`config.mk`:
```
export PLATFORM = sky130hd
export DESIGN_NAME = escape_sequence_decoder_flat
export DESIGN_NICKNAME = d
export VERILOG_FILES = /design/src/hw/rtl/esd_pkg.sv /design/src/hw/rtl/esd_in_if.sv /design/src/hw/rtl/esd_out_if.sv /design/src/hw/rtl/esd_front.sv /design/src/hw/rtl/esd_queue.sv /design/src/hw/rtl/esd_back.sv /design/src/hw/rtl/escape_sequence_decoder.sv /design/src/flat_wrapper.sv
export SDC_FILE = /design/constraint.sdc
export NUM_CORES = 1
export LEC_CHECK = 0
export BUFFER_PORTS_ARGS = -buffer_cell sky130_fd_sc_hd__buf_4
export CORE_UTILIZATION = 40
export CTS_CLUSTER_DIAMETER = 40
export CTS_CLUSTER_SIZE = 30
export DETAILED_ROUTE_END_ITERATION = 12
export GPL_TIMING_DRIVEN = 1
export PLACE_DENSITY_LB_ADDON = 0.05
export SYNTH_ARGS = -nofsm -noshare
export SYNTH_HDL_FRONTEND = slang
export SYNTH_SLANG_ARGS = --single-unit
export TNS_END_PERCENT = 10
```
`constraint.sdc`:
```
create_clock -name i_clk -period 7.2 [get_ports i_clk]
set_input_delay 1.08 -clock i_clk [delete_from_list [all_inputs] [get_ports i_clk]]
set_output_delay 1.08 -clock i_clk [all_outputs]
set_load 0.1 [all_outputs]
```
`src/hw/rtl/esd_pkg.sv`:
```
// Shared types and constants of the escape sequence decoder.
`default_nettype none

package esd_pkg;

    // Characters that the decoder tests for or produces
    localparam logic [7:0] CH_BSL  = 8'h5C;
    localparam logic [7:0] CH_N    = 8'h6E;
    localparam logic [7:0] CH_R    = 8'h72;
    localparam logic [7:0] CH_T    = 8'h74;
    localparam logic [7:0] CH_X    = 8'h78;
    localparam logic [7:0] CH_LF   = 8'h0A;
    localparam logic [7:0] CH_CR   = 8'h0D;
    localparam logic [7:0] CH_TAB  = 8'h09;
    localparam logic [7:0] CH_ZERO = 8'h30;

    // Most bytes that one input transaction can produce
    localparam int unsigned GRP_BYTES = 3;

    // Depth of the group queue between front and back
    localparam int unsigned QDEPTH = 4;
    localparam int unsigned QAW    = $clog2(QDEPTH);

    // Bytes produced by one input transaction
    typedef struct packed {
        logic [GRP_BYTES-1:0][7:0] data;   // data[0] goes out first
        logic [1:0]                count;  // 1 to 3 bytes valid
        logic                      eos;    // last byte of the group ends the string
    } t_group;

endpackage

`default_nettype wire

```
`src/hw/rtl/esd_in_if.sv`:
```
// Input channel: escaped bytes with a last-byte mark.
`default_nettype none

interface esd_in_if;
    logic       valid;
    logic       ready;
    logic [7:0] in_byte;
    logic       is_last;

    modport source (output valid, output in_byte, output is_last, input ready);
    modport sink   (input valid, input in_byte, input is_last, output ready);
endinterface

`default_nettype wire

```
`src/hw/rtl/esd_out_if.sv`:
```
// Output channel: decoded bytes with an end-of-string mark.
`default_nettype none

interface esd_out_if;
    logic       valid;
    logic       ready;
    logic [7:0] out_byte;
    logic       end_of_string;

    modport source (output valid, output out_byte, output end_of_string, input ready);
    modport sink   (input valid, input out_byte, input end_of_string, output ready);
endinterface

`default_nettype wire

```
`src/hw/rtl/esd_front.sv`:
```
// Front end: accepts input bytes, tracks escape state and builds output groups.
`default_nettype none

module esd_front (
    input  wire logic      i_clk,
    input  wire logic      i_rst_n,
    esd_in_if.sink         i_in,
    output esd_pkg::t_group o_grp,
    output logic           o_grp_valid,
    input  wire logic      i_grp_ready
);
    import esd_pkg::*;

    typedef enum logic [2:0] {
        PH_IDLE = 3'd0,
        PH_BACK = 3'd1,
        PH_HEX1 = 3'd2,
        PH_HEX2 = 3'd3,
        PH_OCT1 = 3'd4,
        PH_OCT2 = 3'd5
    } t_phase;

    t_phase     r_phase, n_phase;
    logic [7:0] r_pv, n_pv;
    logic       r_run, n_run;

    logic [7:0] c;
    logic       last;
    logic       hex_ok;
    logic [3:0] hex_v;
    logic       oct_ok;
    logic       accept;
    t_group     grp;

    // Decode one hex digit: {ok, value}
    function automatic logic [4:0] hex_digit(input logic [7:0] ch);
        logic [4:0] r;
        r = 5'd0;
        if (ch inside {[8'h30:8'h39]}) begin
            r = {1'b1, ch[3:0]};
        end else if (ch inside {[8'h61:8'h66], [8'h41:8'h46]}) begin
            r = {1'b1, 4'(ch[2:0] + 3'd1) + 4'd8};
        end
        return r;
    endfunction

    assign c      = i_in.in_byte;
    assign last   = i_in.is_last;
    assign {hex_ok, hex_v} = hex_digit(c);
    assign oct_ok = (c inside {[8'h30:8'h37]});

    // Accept whenever the queue has room
    assign i_in.ready = i_grp_ready;
    assign accept     = i_in.valid && i_grp_ready;

    // Work out the bytes and next escape state for the current byte
    always_comb begin
        grp      = '0;
        grp.eos  = last;
        n_phase  = PH_IDLE;
        n_pv     = r_pv;
        n_run    = r_run;
        case (r_phase)
            PH_BACK: begin
                if (c == CH_N) begin
                    grp.data[0] = CH_LF;
                    grp.count   = 2'd1;
                end else if (c == CH_R) begin
                    grp.data[0] = CH_CR;
                    grp.count   = 2'd1;
                end else if (c == CH_T) begin
                    grp.data[0] = CH_TAB;
                    grp.count   = 2'd1;
                end else if (c == CH_BSL) begin
                    grp.data[0] = CH_BSL;
                    grp.count   = 2'd1;
                end else if ((c == CH_X || c inside {[8'h30:8'h33]}) && !last) begin
                    if (c == CH_X) begin
                        n_phase = PH_HEX1;
                    end else begin
                        n_pv    = {6'd0, c[1:0]};
                        n_run   = 1'b1;
                        n_phase = PH_OCT1;
                    end
                end else begin
                    grp.data[0] = CH_BSL;
                    grp.data[1] = c;
                    grp.count   = 2'd2;
                end
            end
            PH_HEX1: begin
                if (!hex_ok) begin
                    // Pass the escape through and rescan this byte
                    grp.data[0] = CH_BSL;
                    grp.data[1] = CH_X;
                    if (c == CH_BSL && !last) begin
                        grp.count = 2'd2;
                        n_phase   = PH_BACK;
                    end else begin
                        grp.data[2] = c;
                        grp.count   = 2'd3;
                    end
                end else if (last) begin
                    grp.data[0] = CH_BSL;
                    grp.data[1] = CH_X;
                    grp.data[2] = c;
                    grp.count   = 2'd3;
                end else begin
                    n_pv    = {4'd0, hex_v};
                    n_phase = PH_HEX2;
                end
            end
            PH_HEX2: begin
                n_pv        = hex_ok ? {r_pv[3:0], hex_v} : r_pv;
                grp.data[0] = n_pv;
                grp.count   = 2'd1;
            end
            PH_OCT1: begin
                if (last) begin
                    grp.data[0] = CH_BSL;
                    grp.data[1] = CH_ZERO | {6'd0, r_pv[1:0]};
                    grp.data[2] = c;
                    grp.count   = 2'd3;
                end else begin
                    if (r_run && oct_ok) begin
                        n_pv = {r_pv[4:0], c[2:0]};
                    end else begin
                        n_run = 1'b0;
                    end
                    n_phase = PH_OCT2;
                end
            end
            PH_OCT2: begin
                n_pv        = (r_run && oct_ok) ? {r_pv[4:0], c[2:0]} : r_pv;
                n_run       = 1'b0;
                grp.data[0] = n_pv;
                grp.count   = 2'd1;
            end
            default: begin
                if (c == CH_BSL && !last) begin
                    n_phase = PH_BACK;
                end else begin
                    grp.data[0] = c;
                    grp.count   = 2'd1;
                end
            end
        endcase
        // Drop any open escape at the end of the string
        if (last) begin
            n_phase = PH_IDLE;
            n_run   = 1'b0;
        end
    end

    // Push only groups that carry bytes
    assign o_grp       = grp;
    assign o_grp_valid = accept && (grp.count != 2'd0);

    // Hold escape state, advance on each accepted transaction
    always_ff @(posedge i_clk) begin
        if (!i_rst_n) begin
            r_phase <= PH_IDLE;
            r_pv    <= 8'd0;
            r_run   <= 1'b0;
        end else if (accept) begin
            r_phase <= n_phase;
            r_pv    <= n_pv;
            r_run   <= n_run;
        end
    end

endmodule

`default_nettype wire

```
`src/hw/rtl/esd_queue.sv`:
```
// Short queue of output groups between front and back.
`default_nettype none

module esd_queue (
    input  wire logic            i_clk,
    input  wire logic            i_rst_n,
    input  wire esd_pkg::t_group i_wr_grp,
    input  wire logic            i_wr_valid,
    output logic                 o_wr_ready,
    output esd_pkg::t_group      o_rd_grp,
    output logic                 o_rd_valid,
    input  wire logic            i_rd_ready
);
    import esd_pkg::*;

    t_group          r_mem [QDEPTH];
    logic [QAW-1:0]  r_wptr;
    logic [QAW-1:0]  r_rptr;
    logic [QAW:0]    r_cnt;
    logic            push;
    logic            pop;

    assign o_wr_ready = (r_cnt != (QAW+1)'(QDEPTH));
    assign o_rd_valid = (r_cnt != '0);
    assign o_rd_grp   = r_mem[r_rptr];
    assign push       = i_wr_valid && o_wr_ready;
    assign pop        = i_rd_ready && o_rd_valid;

    // Store pushed groups
    always_ff @(posedge i_clk) begin
        if (push) begin
            r_mem[r_wptr] <= i_wr_grp;
        end
    end

    // Advance pointers and fill count
    always_ff @(posedge i_clk) begin
        if (!i_rst_n) begin
            r_wptr <= '0;
            r_rptr <= '0;
            r_cnt  <= '0;
        end else begin
            if (push) begin
                r_wptr <= (r_wptr == QAW'(QDEPTH - 1)) ? '0 : QAW'(r_wptr + 1'b1);
            end
            if (pop) begin
                r_rptr <= (r_rptr == QAW'(QDEPTH - 1)) ? '0 : QAW'(r_rptr + 1'b1);
            end
            if (push && !pop) begin
                r_cnt <= (QAW+1)'(r_cnt + 1'b1);
            end else if (pop && !push) begin
                r_cnt <= (QAW+1)'(r_cnt - 1'b1);
            end
        end
    end

endmodule

`default_nettype wire

```
`src/hw/rtl/esd_back.sv`:
```
// Back end: sends the bytes of each group out one per cycle while o_out.ready is high.
`default_nettype none

module esd_back (
    input  wire logic            i_clk,
    input  wire logic            i_rst_n,
    input  wire esd_pkg::t_group i_grp,
    input  wire logic            i_grp_valid,
    output logic                 o_grp_ready,
    esd_out_if.source            o_out
);
    import esd_pkg::*;

    t_group     r_grp;
    logic       r_valid;
    logic [1:0] r_idx;
    logic       last_of_grp;
    logic       sent;
    logic       load;

    assign last_of_grp = (r_idx == 2'(r_grp.count - 2'd1));
    assign sent        = r_valid && o_out.ready;
    assign o_grp_ready = !r_valid || (sent && last_of_grp);
    assign load        = o_grp_ready && i_grp_valid;

    assign o_out.valid         = r_valid;
    assign o_out.out_byte      = r_grp.data[r_idx];
    assign o_out.end_of_string = r_grp.eos && last_of_grp;

    // Load the next group, or step through the current one
    always_ff @(posedge i_clk) begin
        if (!i_rst_n) begin
            r_valid <= 1'b0;
            r_idx   <= 2'd0;
        end else if (load) begin
            r_valid <= 1'b1;
            r_idx   <= 2'd0;
        end else if (sent) begin
            if (last_of_grp) begin
                r_valid <= 1'b0;
            end else begin
                r_idx <= 2'(r_idx + 2'd1);
            end
        end
    end

    // Group payload needs no reset
    always_ff @(posedge i_clk) begin
        if (load) begin
            r_grp <= i_grp;
        end
    end

endmodule

`default_nettype wire

```
`src/hw/rtl/escape_sequence_decoder.sv`:
```
// Escape sequence decoder: top level joining front end, group queue and back end.
//
// Usage:
//   i_in carries the escaped string one byte per transaction, with is_last set
//   on its final byte. o_out carries the decoded bytes, with end_of_string set
//   on the final decoded byte of each string (when the string decodes to any).
//   Each input transaction yields zero to three output bytes as one group.
// Path: each group is written into the queue and then loaded into the back
//   end's group register before its first byte is presented on o_out.
// Throughput: with o_out.ready high, one input byte per cycle while each
//   produces at most one output byte; o_out sends one byte per cycle, so a
//   group of two or three bytes holds the output until all of its bytes are
//   sent. A four-group queue between the front end and the output stage
//   absorbs these bursts; i_in.ready drops only while that queue is full.
// Reset: synchronous, active low; the escape state returns to idle, the queue
//   empties and o_out.valid goes low.
// Stall: while o_out.ready is low the current byte holds, the queue fills and
//   then i_in.ready falls; nothing is lost or repeated.
`default_nettype none

module escape_sequence_decoder (
    input  wire logic i_clk,
    input  wire logic i_rst_n,
    esd_in_if.sink    i_in,
    esd_out_if.source o_out
);
    import esd_pkg::*;

    t_group f_grp;
    logic   f_valid;
    logic   f_ready;
    t_group q_grp;
    logic   q_valid;
    logic   q_ready;

    // Classify input bytes into groups
    esd_front u_front (
        .i_clk       (i_clk),
        .i_rst_n     (i_rst_n),
        .i_in        (i_in),
        .o_grp       (f_grp),
        .o_grp_valid (f_valid),
        .i_grp_ready (f_ready)
    );

    // Buffer groups between the two sides
    esd_queue u_queue (
        .i_clk      (i_clk),
        .i_rst_n    (i_rst_n),
        .i_wr_grp   (f_grp),
        .i_wr_valid (f_valid),
        .o_wr_ready (f_ready),
        .o_rd_grp   (q_grp),
        .o_rd_valid (q_valid),
        .i_rd_ready (q_ready)
    );

    // Serialize groups onto the output channel
    esd_back u_back (
        .i_clk       (i_clk),
        .i_rst_n     (i_rst_n),
        .i_grp       (q_grp),
        .i_grp_valid (q_valid),
        .o_grp_ready (q_ready),
        .o_out       (o_out)
    );

endmodule

`default_nettype wire

```
`src/flat_wrapper.sv`:
```
// flat-port wrapper written by rule: the top's interface ports become plain ports
module escape_sequence_decoder_flat import esd_pkg::*;
  (i_clk, i_rst_n, i_in_valid, i_in_in_byte, i_in_is_last, i_in_ready, o_out_valid, o_out_out_byte, o_out_end_of_string, o_out_ready);
  esd_in_if i_in_i ();
  esd_out_if o_out_i ();
  input  wire logic i_clk;
  input  wire logic i_rst_n;
  input wire logic [$bits(i_in_i.valid)-1:0] i_in_valid;
  input wire logic [$bits(i_in_i.in_byte)-1:0] i_in_in_byte;
  input wire logic [$bits(i_in_i.is_last)-1:0] i_in_is_last;
  output wire logic [$bits(i_in_i.ready)-1:0] i_in_ready;
  output wire logic [$bits(o_out_i.valid)-1:0] o_out_valid;
  output wire logic [$bits(o_out_i.out_byte)-1:0] o_out_out_byte;
  output wire logic [$bits(o_out_i.end_of_string)-1:0] o_out_end_of_string;
  input wire logic [$bits(o_out_i.ready)-1:0] o_out_ready;
  assign i_in_i.valid = i_in_valid;
  assign i_in_i.in_byte = i_in_in_byte;
  assign i_in_i.is_last = i_in_is_last;
  assign i_in_ready = i_in_i.ready;
  assign o_out_valid = o_out_i.valid;
  assign o_out_out_byte = o_out_i.out_byte;
  assign o_out_end_of_string = o_out_i.end_of_string;
  assign o_out_i.ready = o_out_ready;
  escape_sequence_decoder u_core (.i_clk(i_clk), .i_rst_n(i_rst_n), .i_in(i_in_i), .o_out(o_out_i));
endmodule
```
==> qor.csv, run 1 <==
metric,value,unit
outcome,finished clean,
antenna violations before repair,0,
LEAKAGE,2.75,nW
Synth cell types,67,
"Slowest-stage cell, CP",a2111oi_0,
Final #Nets,559,
Antenna Nets Post-Route,0,
Critical Path Most Common Cell,inv_1,
P&R area growth vs syn,14.2,%
reg2reg setup slack,3540,ps
Placed Area,7610,um^2
GPL Wtd Cong,0.915,
"top cells by area, synth","edfxtp_1 56%, mux4_2 8.4%, dfxtp_1 6.1%",
combinational share of power,26.9,%
DRC viols,0,
Num CTS Buffers,17,
RSZ-0062 raised after global routing,false,
final number of setup-violating endpoints,0,
grt total ovfl,0,
fmax,0.241,GHz
CP Buf/Inv Count,4,
CP Class,in -> reg,
Final Cycle Share,57.5,%
via count,4345,
fin crit period,4140,ps
setup bufs post-CTS,0,
Filler Cells Inserted,1563,
Die Y,136,um
TritonRoute pass-1 iters,4,
post-synth top area cell,edfxtp_1,
pwr dens,366,nW/um^2
final slew viol count,0,
final wirelength,16600,um
Worst-Skew Late Latency,420,ps
ys async rst share,0,%
total number of yosys warnings,0,
CP arrival,4480,ps
Worst setup SP type,input pin,
largest net degree at the start of global routing,31,
Seq cells post-synth,157,
Crit. End Element,flip-flop,
CTS root buffer,clkbuf_16,
Crit path max-delay family,compound AO/OA/AOI/OAI gates,
Main synth FF type,edfxtp_1,
H-tree Lvls,4,
Clk pwr share,30.5,%
Port Buf Inserts,23,
Worst-Margin Slew,862,ps
number of synthesized flops with an enable pin,135,
die area,18500,um^2
Syn Inst Count,514,
final hold viol count,0,
Slew HR,42.1,%
number of global-route vias before repair,4420,
Peak VDD IR,0.211,mV
Initial Utilization,41.3,%
Yosys top cell area share,56.3,%
worst-path fanout max,11,
wire length per cell,21.6,um
Mapped Area,7200,um^2
clk_skew,12.1,ps
Post-Route Setup TNS,0,ps
Clock Path Buffers,2,
post-synthesis sequential area ratio,62.4,%
worst hold slack,495,ps
Post-Syn Nets,538,
sequential share of power,42.7,%
hold_buf cts,0,
# IOs,24,
Int Pwr,2.05,mW
Via density,5.64,
drt initial violations,276,
Reg area,4500,um^2
max cap viols,0,
clock sinks,157,
GRT Overall Usage,19.3,%
Sw Share,31.7,%
share of layout cells above drive strength 1,19.4,%
CTS tree,done,
Psw,953,uW
Worst-path clk slew,60,ps
CP Cell Sequence,buf_4 -> inv_1 -> ha_1 -> nand3b_1 -> a2111oi_0 -> nor2_1 -> o2111a_1 -> a221oi_4 -> inv_1 -> ha_1 -> inv_1 -> fa_1 -> xor2_1 -> or3_1 -> a21boi_0,
"slowest stage delay, CP",630,ps
multi-input logic area,2560,um^2
Antenna diodes,0,
DP HPWL,10800,um
chip width,136,um
CP required,7540,ps
Final Util,47.2,%
core area,17400,um^2
Final Cell Area,8220,um^2
Post-CTS Resized,0,
row cnt,48,
first-pass GRT wire length,25700,um
Hold WC Path Type,reg -> reg,
"Avg Cell Area, Syn",14.0,um^2
## Yosys cell counts, types with 3 or more instances
| cell | number |
|---|---|
| a211oi_1 | 3 |
| a21boi_0 | 4 |
| a21o_1 | 4 |
| a21oi_1 | 26 |
| a31o_2 | 3 |
| and2_1 | 13 |
| buf_2 | 7 |
| clkbuf_1 | 19 |
| dfxtp_1 | 22 |
| edfxtp_1 | 135 |
| ha_1 | 10 |
| inv_1 | 11 |
| mux2i_1 | 26 |
| mux4_2 | 27 |
| nand2_1 | 33 |
| nand2b_1 | 7 |
| nand3_1 | 6 |
| nand3b_1 | 4 |
| nor2_1 | 29 |
| nor2b_1 | 10 |
| nor3_1 | 14 |
| o211ai_1 | 4 |
| o21ai_0 | 30 |
| o22a_1 | 5 |
| or3b_2 | 3 |
| xnor2_1 | 4 |
## worst reg2reg max path, delay by kind of cell (launching register included)
family	cells	cell delay [ps]
flops	1	780
xor+xnor	1	170
fa+ha+maj	2	550
buf+inv	2	160
compound gates	5	1060
simple gates	2	870
## cell families after synthesis
kind of cell	share of synthesized area [%]
DFF	62.4
and+or+nand+nor	10.2
AOI/OAI and AO/OA	10.4
muxes	12.1
buffers and inverters	2.21
adders and majority gates	2.02
xor gates and xnor gates	0.730
## registers in the layout (all words and copies together) (netlist names)
| signal | cells |
|---|---|
| u_core.u_back.r_idx | 2 |
| u_core.u_queue.r_rptr | 2 |
| u_core.u_front.r_pv | 8 |
| u_core.u_front.r_run | 1 |
| u_core.u_front.r_phase | 3 |
| u_core.u_back.o_out.valid | 1 |
| u_core.u_queue.r_cnt | 3 |
| u_core.u_queue.r_wptr | 2 |
| u_core.u_back.r_grp | 27 |
| u_core.u_queue.r_mem | 108 |
## power by group through the flow
| stage | logic (mW) | registers (mW) | clock network (mW) |
|---|---|---|---|
| floorplan | 0.648 | 1.26 | 0 |
| global placement | 0.816 | 1.30 | 0 |
| detailed placement | 0.820 | 1.31 | 0 |
| CTS | 0.824 | 1.29 | 0.941 |
| global route | 0.867 | 1.30 | 0.970 |
| finish | 0.808 | 1.28 | 0.916 |
## worst paths after layout
check	startpoint	cells past startpoint	end
hold reg to reg	u_core.u_front.r_run$_SDFFE_PN0P_	2	u_core.u_front.r_run$_SDFFE_PN0P_
hold / removal	u_core.u_front.r_run$_SDFFE_PN0P_	2	u_core.u_front.r_run$_SDFFE_PN0P_
setup / recovery	i_in_in_byte[0]	15	u_core.u_queue.r_cnt[2]$_SDFFE_PN0P_
setup reg to reg	u_core.u_front.r_phase[0]$_SDFFE_PN0P_	12	u_core.u_queue.r_cnt[2]$_SDFFE_PN0P_
## stage by stage
step                cells  setup slack, ps  total power [mW]
floorplan             514             2870              1.91
global placement      741             2810              2.12
detailed placement    741             2670              2.13
CTS                   771             3100              3.05
global route          771             2790              3.14
finish                771             3060              3.01
## cell usage in the layout (no fill, tap or decap), types with 3 or more instances in the layout
cell type / n
or3b_2: 3
nor2b_1: 6
edfxtp_1: 135
xnor2_1: 4
nor2b_2: 4
a21boi_0: 4
dfxtp_1: 20
nor2_1: 29
a21oi_1: 25
and2_1: 13
clkbuf_16: 17
a211oi_1: 3
mux4_2: 27
nand3_1: 6
nor3_1: 14
nand3b_1: 4
a21o_1: 4
o22a_1: 5
nand2_1: 33
clkbuf_1: 3
o211ai_1: 4
buf_4: 30
nand2b_1: 7
bufinv_16: 4
ha_1: 10
inv_1: 11
o21ai_0: 30
a31o_2: 3
clkinv_4: 3
mux2i_1: 26
## area by class of cell
cell class                      count  share of cell area (%)
Sequential cell                   157                    54.7
Multi-Input combinational cell    317                    31.2
Clock buffer                       20                    5.31
Tap cell                          225                    3.43
Timing Repair Buffer               30                    2.74
Clock inverter                     10                    2.03
Inverter                           12                   0.548
## layer usage
metal	vias to the layer above	wire length (um)	share of wire [%]	global-route usage (%)
met5	-	0	0	0
met4	0	374	2.3	7.28
met3	27	779	4.7	4.18
met2	111	7790	47	30.6
met1	2163	7670	46	25.9
li1	2044	-	-	-
Note: power is estimated with default switching activity, not from simulation.
==> inputs of run 2 (changes only) <==
- clock period: 7.2 -> 3.67 ns (I/O delays scaled with it)
==> run 2 against run 1 <==
Worst hold slack worse by 4.1 ps. Via count grew 0.64%. Register-to-register slack worse by 2900 ps. Global-route usage increased by 0.58 points. Highest routed layer unchanged.
==> qor.csv, run 2 (synthesis gave the netlist of run 1 again) <==
metric,value,unit
outcome,finished clean,
max cap viols,0,
DRC viols,0,
antenna violations before repair,0,
clk_skew,18.6,ps
H-tree Lvls,4,
grt total ovfl,0,
hold_buf cts,0,
RSZ-0062 raised after global routing,false,
share of layout cells above drive strength 1,23.1,%
Antenna diodes,0,
Non-Filler Instances,793,
max FFs per register,108,
drt initial violations,342,
"most common cell after layout, fill and taps aside",edfxtp_1,
Initial Utilization,41.3,%
Die Y,136,um
final wirelength,16700,um
fmax,0.330,GHz
row cnt,48,
Filler Cells Inserted,1552,
Num CTS Buffers,17,
CTS root buffer,clkbuf_16,
Final Cycle Share,82.5,%
CTS tree,done,
chip width,136,um
GPL Wtd Cong,0.859,
"Power, Total",5.85,mW
worst hold slack,491,ps
# IOs,24,
Slew HR,42.3,%
LEAKAGE,2.86,nW
CP required,4020,ps
Hold WC Path Type,reg -> reg,
DP Cell Count,761,
Final Util,48.1,%
Clock Path Buffers,2,
multi-input logic area,2560,um^2
final number of setup-violating endpoints,0,
Worst setup SP type,flip-flop,
via count,4373,
core area,17400,um^2
P&R area growth vs syn,16.5,%
worst-path fanout max,10,
Via density,5.51,
Worst-path clk slew,60,ps
final slew viol count,0,
CP arrival,3380,ps
Crit. End Element,flip-flop,
wire length per cell,21.1,um
GRT Overall Usage,19.9,%
Worst-Margin Slew,865,ps
number of global-route vias before repair,4471,
Reg with most FFs,u_core.u_queue.r_mem,
Final #Nets,579,
fin crit period,3030,ps
pwr dens,698,nW/um^2
Peak VDD IR,0.440,mV
Placed Area,7800,um^2
die area,18500,um^2
biggest regs,"u_core.u_queue.r_mem (108), u_core.u_back.r_grp (27), u_core.u_front.r_pv (8)",
largest net degree at the start of global routing,31,
first-pass GRT wire length,26400,um
Worst-Skew Late Latency,420,ps
Port Buf Inserts,23,
TritonRoute pass-1 iters,4,
DP HPWL,11400,um
setup bufs post-CTS,0,
"commonest non-fill, non-tap cells in the layout","135 x edfxtp_1, 47 x buf_4, 33 x nand2_1, 30 x o21ai_0, 29 x nor2_1",
Final Cell Area,8390,um^2
CP Class,reg -> reg,
Antenna Nets Post-Route,0,
Post-CTS Resized,0,
clock sinks,157,
Reg area,4500,um^2
final hold viol count,0,
run 2: cell count changes in the layout (fill, tap and decap cells not counted):
cell	delta
buf_12	+3
buf_4	+17
bufinv_16	-2
clkbuf_1	-3
clkinv_2	+3
inv_6	+3
inv_8	+1
run 2: worst max-delay path, cell delays in order (launching register included):
cell and delay (ps):
dfxtp_1 400, or3b_2 570, a21oi_1 140, o21ai_0 140, o22ai_2 320, a221oi_4 100, inv_1 70, ha_1 170
inv_1 60, fa_1 370, xor2_1 170, or3_1 300, a21boi_0 150
run 2: area by class of cell:
class                      count  share of cell area [%]
clock buffer                  17                    5.07
sequential                   157                    53.6
clock inverter                15                    1.89
tap                          225                    3.36
multi-input combinational    317                    30.6
timing repair buffer          50                    4.92
inverter                      12                   0.537
run 2: power by group:
part           switching, mW  internal (mW)  leakage [nW]  total, mW
registers              0.206           2.34          1.43       2.54
logic                   1.00          0.582          1.14       1.58
clock network          0.710           1.01         0.288       1.72
run 2: path summary, 6_finish.rpt:
| path | startpoint | endpoint | slack [ps] | cells past startpoint |
|---|---|---|---|---|
| worst max register to register | u_core.u_front.r_phase[2]$_SDFFE_PN0P_ | u_core.u_queue.r_cnt[2]$_SDFFE_PN0P_ | 640 | 12 |
| worst min-delay path | u_core.u_front.r_run$_SDFFE_PN0P_ | u_core.u_front.r_run$_SDFFE_PN0P_ | 490 | 2 |
| worst max-delay path | u_core.u_front.r_phase[2]$_SDFFE_PN0P_ | u_core.u_queue.r_cnt[2]$_SDFFE_PN0P_ | 640 | 12 |
| worst min register to register | u_core.u_front.r_run$_SDFFE_PN0P_ | u_core.u_front.r_run$_SDFFE_PN0P_ | 490 | 2 |
run 2: metal layers:
metal / GRT usage [%] / vias up / part of all wire [%]
met5: 0 / - / 0
met4: 6.48 / 0 / 0.75
met3: 3.91 / 6 / 2.9
met2: 32.0 / 67 / 50
met1: 27.0 / 2222 / 46
li1: - / 2078 / -
run 2: stage by stage:
stage / TNS [ps] / setup slack (ps)
after floorplan: -13900 / -129
final: 0 / 641
after detailed placement: 0 / 211
after CTS: 0 / 621
after global routing: 0 / 304
after global placement: 0 / 267
==> inputs of run 3 (changes only) <==
- clock period: 3.67 -> 2.7 ns (I/O delays scaled with it)
==> run 3 against run 2 <==
Total power is 36% higher. Combinational power is 51% higher. Clock skew is 2.3 ps lower. Non-clock buffer count rose by 63. Clock power up 31%.
==> qor.csv, run 3 (synthesis gave the netlist of run 1 again) <==
metric,value,unit
outcome,finished clean,
Final Cell Area,8920,um^2
max cap viols,0,
Placed Area,8290,um^2
pwr dens,890,nW/um^2
fmax,0.372,GHz
Clk pwr share,28.4,%
Psw,2.61,mW
DP HPWL,12300,um
WL met1,7950,um
CTS tree,done,
max FFs per register,108,
combinational share of power,30.0,%
Post-Route Setup TNS,0,ps
final number of setup-violating endpoints,0,
GPL Wtd Cong,0.931,
P&R area growth vs syn,24.0,%
Num CTS Buffers,17,
DP Worst Slack,-440,ps
reg2reg setup slack,10,ps
antenna violations before repair,0,
drt initial violations,313,
CP required,3050,ps
hold path depth,4,
Die Y,136,um
Initial Utilization,41.3,%
Worst-Skew Late Latency,420,ps
# IOs,24,
Antenna Nets Post-Route,0,
Hold WC Path Type,in -> reg,
CP Class,reg -> reg,
Crit. End Element,flip-flop,
Clock Path Buffers,2,
DR top layer,met4,
"most common cell after layout, fill and taps aside",edfxtp_1,
RSZ-0062 raised after global routing,true,
"commonest non-fill, non-tap cells in the layout","135 x edfxtp_1, 107 x buf_4, 33 x nand2_1, 29 x nor2_1, 27 x mux4_2",
final hold viol count,0,
Peak VDD IR,0.641,mV
Worst-Margin Slew,942,ps
share of layout cells above drive strength 1,32.2,%
Worst setup SP type,flip-flop,
grt total ovfl,0,
final worst slack,10.7,ps
chip width,136,um
first-pass GRT wire length,27100,um
GRT Overall Usage,20.4,%
fin crit period,2690,ps
Slew HR,37.1,%
Worst-path clk slew,60,ps
Antenna diodes,0,
wire length per cell,20.5,um
sequential share of power,41.6,%
Reg2Reg Depth,13,
Via density,5.50,
biggest regs,"u_core.u_queue.r_mem (108), u_core.u_back.r_grp (27), u_core.u_front.r_pv (8)",
CTS root buffer,clkbuf_16,
largest net degree at the start of global routing,31,
LEAKAGE,3.14,nW
Port Buf Inserts,23,
final wirelength,17500,um
core area,17400,um^2
via count,4705,
number of global-route vias before repair,4797,
DRC viols,0,
CP arrival,3040,ps
clk_skew,16.3,ps
metal3 WL,744,um
met2 WL,8590,um
TritonRoute pass-1 iters,5,
row cnt,48,
Reg with most FFs,u_core.u_queue.r_mem,
DP Cell Count,821,
die area,18500,um^2
worst-path fanout max,2,
Final Cycle Share,99.6,%
clock sinks,157,
Non-Filler Instances,856,
Int Pwr,5.33,mW
final slew viol count,0,
H-tree Lvls,4,
Final #Nets,642,
Sw Share,32.9,%
## run 3: metal layers
layer  global-route usage, %  up-vias
met5                       0        -
met4                    6.60        0
met3                    4.55       19
met2                    33.4      123
met1                    26.6     2351
li1                        -     2212
## run 3: timing repair
action / 4_1_cts / 5_1_grt
pin swaps: 4 / 2
buffers inserted: 2 / 1
hold buffers: 0 / 0
setup endpoints to repair: 57 / 57
gates resized for setup: 14 / 3
## run 3: final cells by class
type,instances,area (um^2)
clock buffers,20,447
clock inverters,12,114
flip-flops and latches,157,4500
fillers,1542,8500
repair buffers,113,897
well taps,225,282
inverters,12,47.5
multi-input cells,317,2640
## run 3: worst max-delay path, cell delays in order, from the launching register on
cell,delay (ps)
dfxtp_2,340
or3b_4,390
a21oi_2,120
o21ai_1,90
buf_4,150
o22ai_4,190
a221oi_4,100
inv_1,70
ha_2,170
inv_1,50
fa_2,330
xor2_1,170
or3_1,320
a21boi_1,130
## run 3: stage by stage
stage | utilization [%] | total power, mW | hold slack [ps]
final | 51.2 | 7.94 | 364
after global routing | 51.2 | 8.31 | 365
after CTS | 51.1 | 8.04 | 344
after detailed placement | 47.6 | 5.77 | 507
after global placement | 47.6 | 5.73 | 487
after floorplan | - | 5.11 | 457
## run 3: final timing paths
check | startpoint | end
setup / recovery | u_core.u_front.r_phase[0]$_SDFFE_PN0P_ | u_core.u_queue.r_cnt[2]$_SDFFE_PN0P_
hold / removal | o_out_ready | u_core.u_back.o_out.valid$_SDFFE_PN0P_
hold reg to reg | u_core.u_queue.r_wptr[1]$_SDFFE_PN0P_ | u_core.u_queue.r_wptr[1]$_SDFFE_PN0P_
setup reg to reg | u_core.u_front.r_phase[0]$_SDFFE_PN0P_ | u_core.u_queue.r_cnt[2]$_SDFFE_PN0P_
## run 3: power groups by stage
stage | combinational (mW) | sequential, mW | clock (mW)
2_1_floorplan | 1.75 | 3.36 | 0
3_3_place_gp | 2.38 | 3.35 | 0
3_5_place_dp | 2.41 | 3.36 | 0
4_1_cts | 2.42 | 3.31 | 2.30
5_1_grt | 2.55 | 3.35 | 2.41
6_report | 2.38 | 3.31 | 2.25
